### src/rtl/bgas_pkg.sv
package bgas_pkg;

    localparam int GRID_COLS = 128;
    localparam int GRID_ROWS = 128;

    localparam int COL_W = $clog2(GRID_COLS);
    localparam int ROW_W = $clog2(GRID_ROWS);
    // step counter runs from 0 to GRID_ROWS + 1
    localparam int CNT_W = $clog2(GRID_ROWS + 2);

    localparam int OP_W     = 2;
    localparam int COL_IN_W = 7;
    localparam int ROW_IN_W = 7;
    localparam int S_DATA_W = 16;
    localparam int M_DATA_W = 8;

    typedef enum logic [OP_W-1:0] {
        OP_WRITE = 2'd0,
        OP_READ  = 2'd1,
        OP_STEP  = 2'd2,
        OP_NONE  = 2'd3
    } t_op;

    typedef struct packed {
        logic             rd_en;
        logic [ROW_W-1:0] rd_addr;
        logic             wr_en;
        logic [ROW_W-1:0] wr_addr;
    } t_mem_req;

endpackage

### src/rtl/bgas_row_unit.sv
module bgas_row_unit (
    input  logic [bgas_pkg::GRID_COLS-1:0] i_north,
    input  logic [bgas_pkg::GRID_COLS-1:0] i_center,
    input  logic [bgas_pkg::GRID_COLS-1:0] i_south,
    output logic [bgas_pkg::GRID_COLS-1:0] o_row
);
    import bgas_pkg::*;

    logic [GRID_COLS-1:0] w_east;
    logic [GRID_COLS-1:0] w_west;

    // bit c holds column c
    assign w_east = i_center >> 1;
    assign w_west = i_center << 1;
    assign o_row  = (w_east | w_west | i_north) & ~(w_east & i_south & i_north);

endmodule

### config.mk
export PLATFORM = sky130hd
export DESIGN_NAME = bgas_row_unit
export DESIGN_NICKNAME = d
export VERILOG_FILES = /design/src/rtl/bgas_pkg.sv /design/src/rtl/bgas_row_unit.sv
export SDC_FILE = /design/constraint.sdc
export NUM_CORES = 1
export LEC_CHECK = 0
export BUFFER_PORTS_ARGS = -buffer_cell sky130_fd_sc_hd__buf_2
export CORE_AREA = 3 3 198 200
export DETAILED_ROUTE_END_ITERATION = 8
export DIE_AREA = 0 0 201 203
export MAX_ROUTING_LAYER = met4
export SYNTH_ARGS = -nofsm -noshare
export SYNTH_HDL_FRONTEND = slang
export SYNTH_SLANG_ARGS = --single-unit
### constraint.sdc
create_clock -name vclk -period 0.8
set_clock_uncertainty 0.05 [all_clocks]
set_input_delay 0.04 -clock vclk [all_inputs]
set_output_delay 0.04 -clock vclk [all_outputs]
set_load 0.1 [all_outputs]
* Word-level counts from Yosys, hierarchy flattened
Cells that the tools add are included.
** Word-level totals
- Bits in registers :: 0
- Input bits :: 384
- Output and inout bits :: 128
- Word-level logic and storage cells :: 6
** Cells by class
- Bitwise logic cells :: 6
** Operator list (count)
- $and 128x128->128 :: 2
- $and 127x128->128 :: 1
- $not 128->128 :: 1
- $or 127x128->128 :: 1
- $or 128x128->128 :: 1

* Depth between registers and ports, before layout
Gate-level depths: netlist (run 1).
- Depth after elaboration :: 4
- Mapped depth :: 2
- Depth with buffers taken out :: 2

* Worst setup path after synthesis (run 1)
Ideal clock, no wire load.
- Path kind :: input to output
- From :: in i_south[100] (netlist bit)
- To :: out o_row[100] (netlist bit)
- Arrival time :: 1701 ps
- Required time :: 710 ps
- Path slack :: -991 ps
- Cell stages on the path :: 1
- Buffers on the path :: 0
- Cell sequence :: a31oi_1
** On the way
- Longest elaborated chain between the ends :: 4
** Ends and longest elaborated chain
- start: declaration :: line bgas_row_unit.sv:4 : input logic [bgas_pkg::GRID_COLS-1:0] i_south,
- $and 127x128->128 :: line bgas_row_unit.sv:15 : assign o_row = (w_east | w_west | i_north) & ~(w_east & i_south & i_north);
- $and 128x128->128 :: line bgas_row_unit.sv:15
- $not 128->128 :: line bgas_row_unit.sv:15
- $and 128x128->128 :: line bgas_row_unit.sv:15
- end: declaration :: line bgas_row_unit.sv:5 : output logic [bgas_pkg::GRID_COLS-1:0] o_row
No other way between the ends.

* Final worst setup path (run 1)
- From :: in i_center[82] (netlist bit)
- To :: out o_row[81] (netlist bit)
** On the way
- Longest elaborated chain between the ends :: 4
- Elaborated cells between the ends (all ways) :: 6
- Those cells by class :: 6 x bitwise
** Ends and longest elaborated chain
- start: declaration :: line bgas_row_unit.sv:3 : input logic [bgas_pkg::GRID_COLS-1:0] i_center,
- $and 127x128->128 :: line bgas_row_unit.sv:15
- $and 128x128->128 :: line bgas_row_unit.sv:15
- $not 128->128 :: line bgas_row_unit.sv:15
- $and 128x128->128 (*) :: line bgas_row_unit.sv:15
Mark *: on every way between the ends. The rest lies on a longest branch, timed or not.

==> results of run 1 <==
-- how the worst max path moves through the flow --
stage / startpoint / endpoint / slack, ns / depth (start not counted)
floorplan: i_center[101] / o_row[100] / -0.32 / 2
global placement: i_center[47] / o_row[46] / -0.23 / 4
detailed placement: i_center[47] / o_row[46] / -0.21 / 4
CTS: i_center[82] / o_row[81] / -0.05 / 4
global route: i_north[70] / o_row[70] / -0.04 / 4
finish: i_center[82] / o_row[81] / -0.03 / 4
-- through the flow --
step / area (µm²) / std cells / setup WS [ns] / util [%]
final: 10610 / 1413 / -0.02573 / 28.25
after global routing: 10610 / 1413 / -0.04332 / 28.25
after CTS: 10180 / 1393 / -0.04793 / 27.08
after detailed placement: 9304 / 1396 / -0.2099 / 24.76
after global placement: 9304 / 1396 / -0.2299 / 24.76
after floorplan: 3322 / 255 / -0.3249 / -
-- layout make-up --
type                       instances  share of cell area [%]
antenna                           24                  0.5658
multi-input combinational        255                   38.69
tap                              511                   6.024
timing repair buffer             623                   54.72
-- critical path: cells and delay by family --
family	cells	cell delay (ns)
compound gates	1	0.25
buf+inv	3	0.44
-- repair_timing --
action | in CTS | in global routing
endpoints found under the setup margin | 122 | 46
gates resized for setup | 209 | 103
hold buffers | 0 | 0
pin swaps | 15 | 20
-- routing by layer --
| layer | up-vias | share of wire (%) |
|---|---|---|
| met4 | 0 | 3.0 |
| met2 | 339 | 58 |
| met1 | 2473 | 29 |
| met3 | 36 | 9.5 |
| li1 | 2447 | - |
| met5 | - | 0 |
-- cells by family (layout without fill, tap and decap cells) --
logic type      Yosys count  after routing
other cells               0             24
compound gates          127            127
buf+inv                   0            623
simple gates            128            128
-- power by group through the flow --
stage / sequential [mW] / combinational [mW] / clock (mW)
after floorplan: 0 / 4.29 / 0
after global placement: 0 / 8.98 / 0
after detailed placement: 0 / 9.01 / 0
after CTS: 0 / 9.43 / 0
after global routing: 0 / 9.80 / 0.00000402
final: 0 / 9.52 / 0.00000403
-- layout by cell type, fill, tap and decap left out, drive strengths merged --
master	instances
clkbuf	6
nand3	1
nor3	126
o21a	1
diode	24
a31oi	126
buf	617
or2	1
==> impl_metrics.env, run 1 <==
export IMPL_status="finished, violations left"
export IMPL_violations="setup timing"
export IMPL_gr_total_overflow=0
export IMPL_yosys_area_top_type_share_pct=54.83
export IMPL_layout_sequential_cells=0
export IMPL_p_int_mw=3.686
export IMPL_die_x_um=201
export IMPL_hp_start="i_center[25]"
export IMPL_initial_core_util_pct=3.826
export IMPL_worstHoldEndpoint="o_row[24]"
export IMPL_synth_common_cells="a31oi_1 (126), nor3_1 (126), nand3_1 (1), o21a_1 (1), or2_1 (1)"
export IMPL_finalHoldViolations=0
export IMPL_cp_required_ns=0.71
export IMPL_cp_arrival_ns=0.74
export IMPL_drc_errors=0
export IMPL_clkPwrFrac_pct=0
export IMPL_cpMaxStageDelayCell="a31oi_4"
export IMPL_path_class="in -> out"
export IMPL_syn_nets=639
export IMPL_min_path_type="in -> out"
export IMPL_vias_per_cell=3.747
export IMPL_nets=1264
export IMPL_relSlewSlack_pct=80.50
export IMPL_rsz0062_at_grt="true"
export IMPL_synth_top_family_by_area="compound AO/OA/AOI/OAI gates"
export IMPL_synthTopCellsByArea="a31oi_1 (55%), nor3_1 (44%), o21a_1 (0.52%), or2_1 (0.44%), nand3_1 (0.35%)"
export IMPL_grt_usage_pct=15.80
export IMPL_crit_chain="buf_12, buf_6, a31oi_4, buf_12"
export IMPL_firstDrtPassIters=4
export IMPL_seq_area_frac_synth_pct=0
export IMPL_p_leak_nw=4.182
export IMPL_syn_instance_count=255
export IMPL_synth_xor_area_share_pct=0
export IMPL_fin_setup_tns_ns=-0.03850
export IMPL_combPwrFrac_pct=100.0
export IMPL_core_um2=37580
export IMPL_synth_compound_area_share_pct=55.35
export IMPL_ys_types=5
export IMPL_fin_hold_ws_ns=0.3656
export IMPL_synthesis_area_um2=1438
export IMPL_muxShareOfSynthArea_pct=0
export IMPL_syn_to_final_growth_pct=638.3
export IMPL_antenna_found_initial=31
export IMPL_dp_hpwl_um=31560
export IMPL_end_kind="output pin"
export IMPL_globalplace_congestion=1.026
export IMPL_worstPathMaxFanout=3
export IMPL_maxCapViolCount=0
export IMPL_yosysWarnings=0
export IMPL_fp_row_count=71
export IMPL_multi_input_area_um2=4106
export IMPL_fin_crit_ns=0.8257
export IMPL_drt_iter0_drc=177
export IMPL_portBuffers=511
export IMPL_setup_viol=3
export IMPL_power_frac_seq_pct=0
export IMPL_ant_nets=0
export IMPL_worst_slew_pin_slew_ns=0.2929
export IMPL_globalRouteMet2Util_pct=32.81
export IMPL_max_clock_freq_mhz=1211
export IMPL_pin_count=512
export IMPL_hold_depth=3
export IMPL_clock_buffer_count=0
export IMPL_grt_pass1_wl_um=44350
export IMPL_finalWorstSetupSlack_ns=-0.02573
export IMPL_grt_busiest_layer="met2"
export IMPL_fp_dieH_um=203
export IMPL_grt_use_met1_pct=13.01
export IMPL_total_power_mw=9.523
export IMPL_cp_common_cell="buf_12"
export IMPL_critPathLaunchType="input pin"
export IMPL_synth_area_leader_cell="a31oi_1"
export IMPL_grt_max_degree=4
export IMPL_post_cts_buffers=0
export IMPL_irDropWorstVdd_mv=0.4174
export IMPL_ff_latch_area_um2=0
export IMPL_synth_fa_ha_area_share_pct=0
export IMPL_grt_use_met3_pct=5.740
export IMPL_slew_viol_final=0
export IMPL_switchingPower_mw=5.837
export IMPL_drive_above_1_share_pct=99.54
export IMPL_synth_simple_gate_area_share_pct=44.65
export IMPL_vias=5295
export IMPL_swShare_pct=61.29
export IMPL_cellPowerDensity_nw_per_um2=897.2
export IMPL_grt_pass1_vias=5605
export IMPL_min_period_over_period_pct=103.2
export IMPL_nFillCells=3922
export IMPL_max_stage_delay_ns=0.25
export IMPL_post_drt_wl_per_cell_um=23.98
export IMPL_drt_wl_total_um=33880
export IMPL_syn_avg_cell_area_um2=5.638
export IMPL_die_area_um2=40800
Power figures use the tool's default switching activity.
==> inputs of run 2 (changes only) <==
--- a/config.mk
+++ b/config.mk
@@ -13,3 +13,4 @@
 export SYNTH_ARGS = -nofsm -noshare
 export SYNTH_HDL_FRONTEND = slang
 export SYNTH_SLANG_ARGS = --single-unit
+export TNS_END_PERCENT = 30
==> impl_metrics.env, run 2 (synthesized netlist as in run 1, its figures left out) <==
export IMPL_status="finished, violations left"
export IMPL_violations="setup timing"
export IMPL_grt_max_degree=4
export IMPL_max_clock_freq_mhz=1100
export IMPL_fp_dieH_um=203
export IMPL_fin_hold_ws_ns=0.3693
export IMPL_nets=1219
export IMPL_irDropWorstVdd_mv=0.5292
export IMPL_clock_buffer_count=0
export IMPL_dp_hpwl_um=30450
export IMPL_core_um2=37580
export IMPL_layout_commonest_cell="buf_2"
export IMPL_grt_pass1_wl_um=43170
export IMPL_ant_nets=0
export IMPL_max_stage_delay_ns=0.28
export IMPL_p_leak_nw=3.985
export IMPL_post_drt_wl_per_cell_um=24.39
export IMPL_die_area_um2=40800
export IMPL_finalHoldViolations=0
export IMPL_critPathLaunchType="input pin"
export IMPL_multi_input_area_um2=3113
export IMPL_slew_viol_final=0
export IMPL_vias=5077
export IMPL_setup_viol=15
export IMPL_ctsHoldBuffers=0
export IMPL_min_period_over_period_pct=113.6
export IMPL_drive_above_1_share_pct=90.04
export IMPL_drt_wl_total_um=33150
export IMPL_hold_depth=3
export IMPL_grt_pass1_vias=5357
export IMPL_path_class="in -> out"
export IMPL_firstDrtPassIters=4
export IMPL_cpMaxStageDelayCell="a31oi_1"
export IMPL_layout_sequential_cells=0
export IMPL_worstSetupStartpoint="i_center[22]"
export IMPL_antenna_found_initial=19
export IMPL_fin_crit_ns=0.9089
export IMPL_fp_row_count=71
export IMPL_crit_chain="buf_8, nor3_1, a31oi_1, buf_4, buf_12"
export IMPL_initial_core_util_pct=3.826
export IMPL_portBuffers=511
export IMPL_most_common_layout_cells="buf_2 (270), buf_12 (130), buf_4 (91), buf_6 (63), nor3_2 (62)"
export IMPL_worst_slew_pin_slew_ns=0.3307
export IMPL_worstPathMaxFanout=3
export IMPL_globalplace_congestion=0.9616
export IMPL_syn_to_final_growth_pct=567.4
export IMPL_worstHoldEndpoint="o_row[122]"
export IMPL_rsz0062_at_grt="true"
export IMPL_hp_start="i_north[122]"
export IMPL_min_path_type="in -> out"
export IMPL_drc_errors=0
export IMPL_drt_iter0_drc=145
export IMPL_cellPowerDensity_nw_per_um2=943.7
export IMPL_finalWorstSetupSlack_ns=-0.1089
export IMPL_grt_usage_pct=15.49
export IMPL_dpl_worst_slack_ns=-0.2950
export IMPL_maxCapViolCount=0
export IMPL_nFillCells=3998
export IMPL_ff_latch_area_um2=0
export IMPL_cp_arrival_ns=0.82
export IMPL_vias_per_cell=3.736
export IMPL_gr_total_overflow=0
export IMPL_die_x_um=201
export IMPL_cp_required_ns=0.71
export IMPL_relSlewSlack_pct=77.85
export IMPL_end_kind="output pin"
export IMPL_pin_count=512
run 2: power breakdown:
| part | total [mW] | internal [mW] | switching, mW | leakage, nW |
|---|---|---|---|---|
| clock | 0.00000253 | 0.00000253 | 0 | 0.0000951 |
| combinational | 9.05 | 3.57 | 5.49 | 3.98 |
| sequential | 0 | 0 | 0 | 0 |
| total | 9.05 | 3.57 | 5.49 | 3.98 |
run 2: final cells by class:
type | instances | area share (%)
Timing Repair Buffer | 578 | 60.50
Multi-Input combinational cell | 255 | 32.45
Tap cell | 511 | 6.664
Antenna cell | 15 | 0.3912
run 2: how the worst max path moves through the flow:
| stage | endpoint | slack [ns] | cells after the start |
|---|---|---|---|
| floorplan | o_row[20] | -0.99 | 1 |
| CTS | o_row[42] | -0.08 | 5 |
| global route | o_row[21] | -0.14 | 5 |
| global placement | o_row[74] | -0.31 | 5 |
| detailed placement | o_row[74] | -0.29 | 5 |
| finish | o_row[21] | -0.11 | 5 |
run 2: repair_timing:
item,in CTS,in global routing
setup buffers,1,1
endpoints found under the setup margin,99,79
resized for setup,287,107
hold endpoints to repair,0,0
pin swaps,22,24
run 2: per-stage QoR:
| step | TNS, ns | instances | instance area (µm²) | total power [mW] | utilization [%] |
|---|---|---|---|---|---|
| after floorplan | -87.66 | 255 | 1999 | 3.872 | - |
| after global placement | -6.932 | 1367 | 7831 | 8.241 | 20.84 |
| after detailed placement | -6.871 | 1367 | 7831 | 8.262 | 20.84 |
| after CTS | -0.5397 | 1352 | 9111 | 8.923 | 24.25 |
| after global routing | -1.014 | 1358 | 9592 | 9.332 | 25.53 |
| final | -0.3167 | 1359 | 9594 | 9.054 | 25.53 |
run 2: worst max-delay path, delay by kind of cell:
kind / cells / cell delay [ns]
AO/OA/AOI/OAI: 1 / 0.28
buffers and inverters: 3 / 0.44
AND/OR/NAND/NOR: 1 / 0.05
run 2: layer usage:
metal	GRT usage, %	routed length, µm
met5	-	0
met4	4.442	1355
met3	4.922	2775
met2	29.51	17830
met1	15.00	11190
==> inputs of run 3 (changes only) <==
--- a/config.mk
+++ b/config.mk
@@ -6,10 +6,12 @@
 export NUM_CORES = 1
 export LEC_CHECK = 0
 export BUFFER_PORTS_ARGS = -buffer_cell sky130_fd_sc_hd__buf_2
-export CORE_AREA = 3 3 198 200
+export CORE_AREA = 2 2 197 199
 export DETAILED_ROUTE_END_ITERATION = 8
-export DIE_AREA = 0 0 201 203
+export DIE_AREA = 0 0 199 201
 export MAX_ROUTING_LAYER = met4
+export RECOVER_POWER = 100
+export SKIP_LAST_GASP = 1
 export SYNTH_ARGS = -nofsm -noshare
 export SYNTH_HDL_FRONTEND = slang
 export SYNTH_SLANG_ARGS = --single-unit
==> impl_metrics.env, run 3 (synthesized netlist as in run 1, its figures left out) <==
export IMPL_initial_core_util_pct=3.773
export IMPL_cellPowerDensity_nw_per_um2=993.4
export IMPL_setup_viol=44
export IMPL_antenna_found_initial=32
export IMPL_fin_crit_ns=0.8888
export IMPL_p_leak_nw=3.557
export IMPL_maxCapViolCount=0
export IMPL_fp_row_count=72
export IMPL_rsz0062_at_grt="true"
export IMPL_drc_errors=0
export IMPL_post_drt_wl_per_cell_um=23.71
export IMPL_syn_to_final_growth_pct=482.9
export IMPL_core_um2=38110
export IMPL_critPathLaunchType="input pin"
export IMPL_utilization_pct=21.99
export IMPL_status="finished, violations left"
export IMPL_portBuffers=511
export IMPL_layout_sequential_cells=0
export IMPL_vias=5127
export IMPL_most_common_layout_cells="buf_2 (318), buf_12 (108), nor3_1 (79), a31oi_1 (66), buf_4 (56)"
export IMPL_dp_hpwl_um=29520
export IMPL_cpMaxStageDelayCell="nor3_1"
export IMPL_dpl_instance_area_um2=7615
export IMPL_grt_pass1_vias=5276
export IMPL_path_class="in -> out"
export IMPL_gr_total_overflow=0
export IMPL_min_period_over_period_pct=111.1
export IMPL_die_area_um2=40000
export IMPL_crit_chain="buf_2, nor3_1, a31oi_4, buf_12"
export IMPL_finalHoldViolations=0
export IMPL_crit_end="o_row[124]"
export IMPL_multi_input_area_um2=2510
export IMPL_max_clock_freq_mhz=1125
export IMPL_path_buf_inv=2
export IMPL_worstPathMaxFanout=3
export IMPL_cp_arrival_ns=0.80
export IMPL_firstDrtPassIters=4
export IMPL_finalWorstSetupSlack_ns=-0.08883
export IMPL_dpl_worst_slack_ns=-0.2379
export IMPL_layout_commonest_cell="buf_2"
export IMPL_clock_buffer_count=0
export IMPL_relSlewSlack_pct=73.12
export IMPL_globalplace_congestion=0.8402
export IMPL_worst_path_stages=4
export IMPL_nFillCells=4172
export IMPL_worst_slew_pin_slew_ns=0.4014
export IMPL_fin_area_um2=8379
export IMPL_max_stage_delay_ns=0.35
export IMPL_fin_hold_ws_ns=0.3868
export IMPL_grt_pass1_wl_um=40760
export IMPL_path_delay_family="simple AND/OR/NAND/NOR gates"
export IMPL_irDropWorstVdd_mv=0.4335
export IMPL_vias_per_cell=3.753
export IMPL_ant_nets=0
export IMPL_cp_required_ns=0.71
export IMPL_nets=1206
export IMPL_grt_usage_pct=15.19
export IMPL_ff_latch_area_um2=0
export IMPL_end_kind="output pin"
export IMPL_slew_viol_final=0
export IMPL_drt_wl_total_um=32390
export IMPL_pin_count=512
export IMPL_drt_iter0_drc=184
export IMPL_fp_dieH_um=201
export IMPL_grt_max_degree=4
export IMPL_drive_above_1_share_pct=81.83
export IMPL_worstSetupStartpoint="i_center[123]"
export IMPL_violations="setup timing"
export IMPL_die_x_um=199
export IMPL_min_path_type="in -> out"
export IMPL_ctsHoldBuffers=0
## run 3: cell types whose count changed in the layout (fill, tap and decap cells not counted), sizes merged
cell / change
clkbuf: +17
bufbuf: -4
buf: -26
diode: +13
## run 3: final cells by class
cell class / instances / share of cell area [%]
diodes: 28 / 0.8362
multi-input cells: 255 / 29.95
repair buffers: 565 / 61.48
well taps: 518 / 7.735
## run 3: timing repair
action | in CTS | in global routing
pin swaps | 12 | 14
gates resized for setup | 101 | 101
setup endpoints to repair | 94 | 98
buffers inserted | 0 | 1
## run 3: per-stage QoR
stage	setup TNS (ns)	std cells	power (mW)
CTS	-1.725	1346	8.338
detailed placement	-4.018	1351	8.081
finish	-1.032	1366	8.324
global route	-3.169	1364	8.575
floorplan	-87.66	255	3.872
global placement	-3.286	1351	8.037
## run 3: power breakdown
part           internal (mW)  leakage, nW  switching (mW)
logic                   3.07         3.56            5.25
clock network     0.00000469     0.000177               0
registers                  0            0               0
total                   3.07         3.56            5.25
## run 3: how the worst min path moves through the flow
| stage | start | to | slack [ns] | cells past startpoint |
|---|---|---|---|---|
| floorplan | i_center[102] | o_row[101] | 0.30 | 1 |
| global placement | i_south[106] | o_row[106] | 0.39 | 3 |
| detailed placement | i_south[106] | o_row[106] | 0.39 | 3 |
| CTS | i_south[106] | o_row[106] | 0.39 | 3 |
| global route | i_south[106] | o_row[106] | 0.39 | 3 |
| finish | i_center[125] | o_row[124] | 0.39 | 3 |
## run 3: layer usage
metal,global-route usage [%],vias to the layer above,routed length (µm)
met2,30.28,371,17450
met4,4.451,0,1484
met1,13.54,2349,10310
met5,-,-,0
met3,4.402,66,3141
li1,-,2341,-
## run 3: tightest hold or removal path: cells and delay by family
| family | cells | cell delay (ns) |
|---|---|---|
| AO/OA/AOI/OAI | 1 | 0.09 |
| buffers and inverters | 2 | 0.26 |
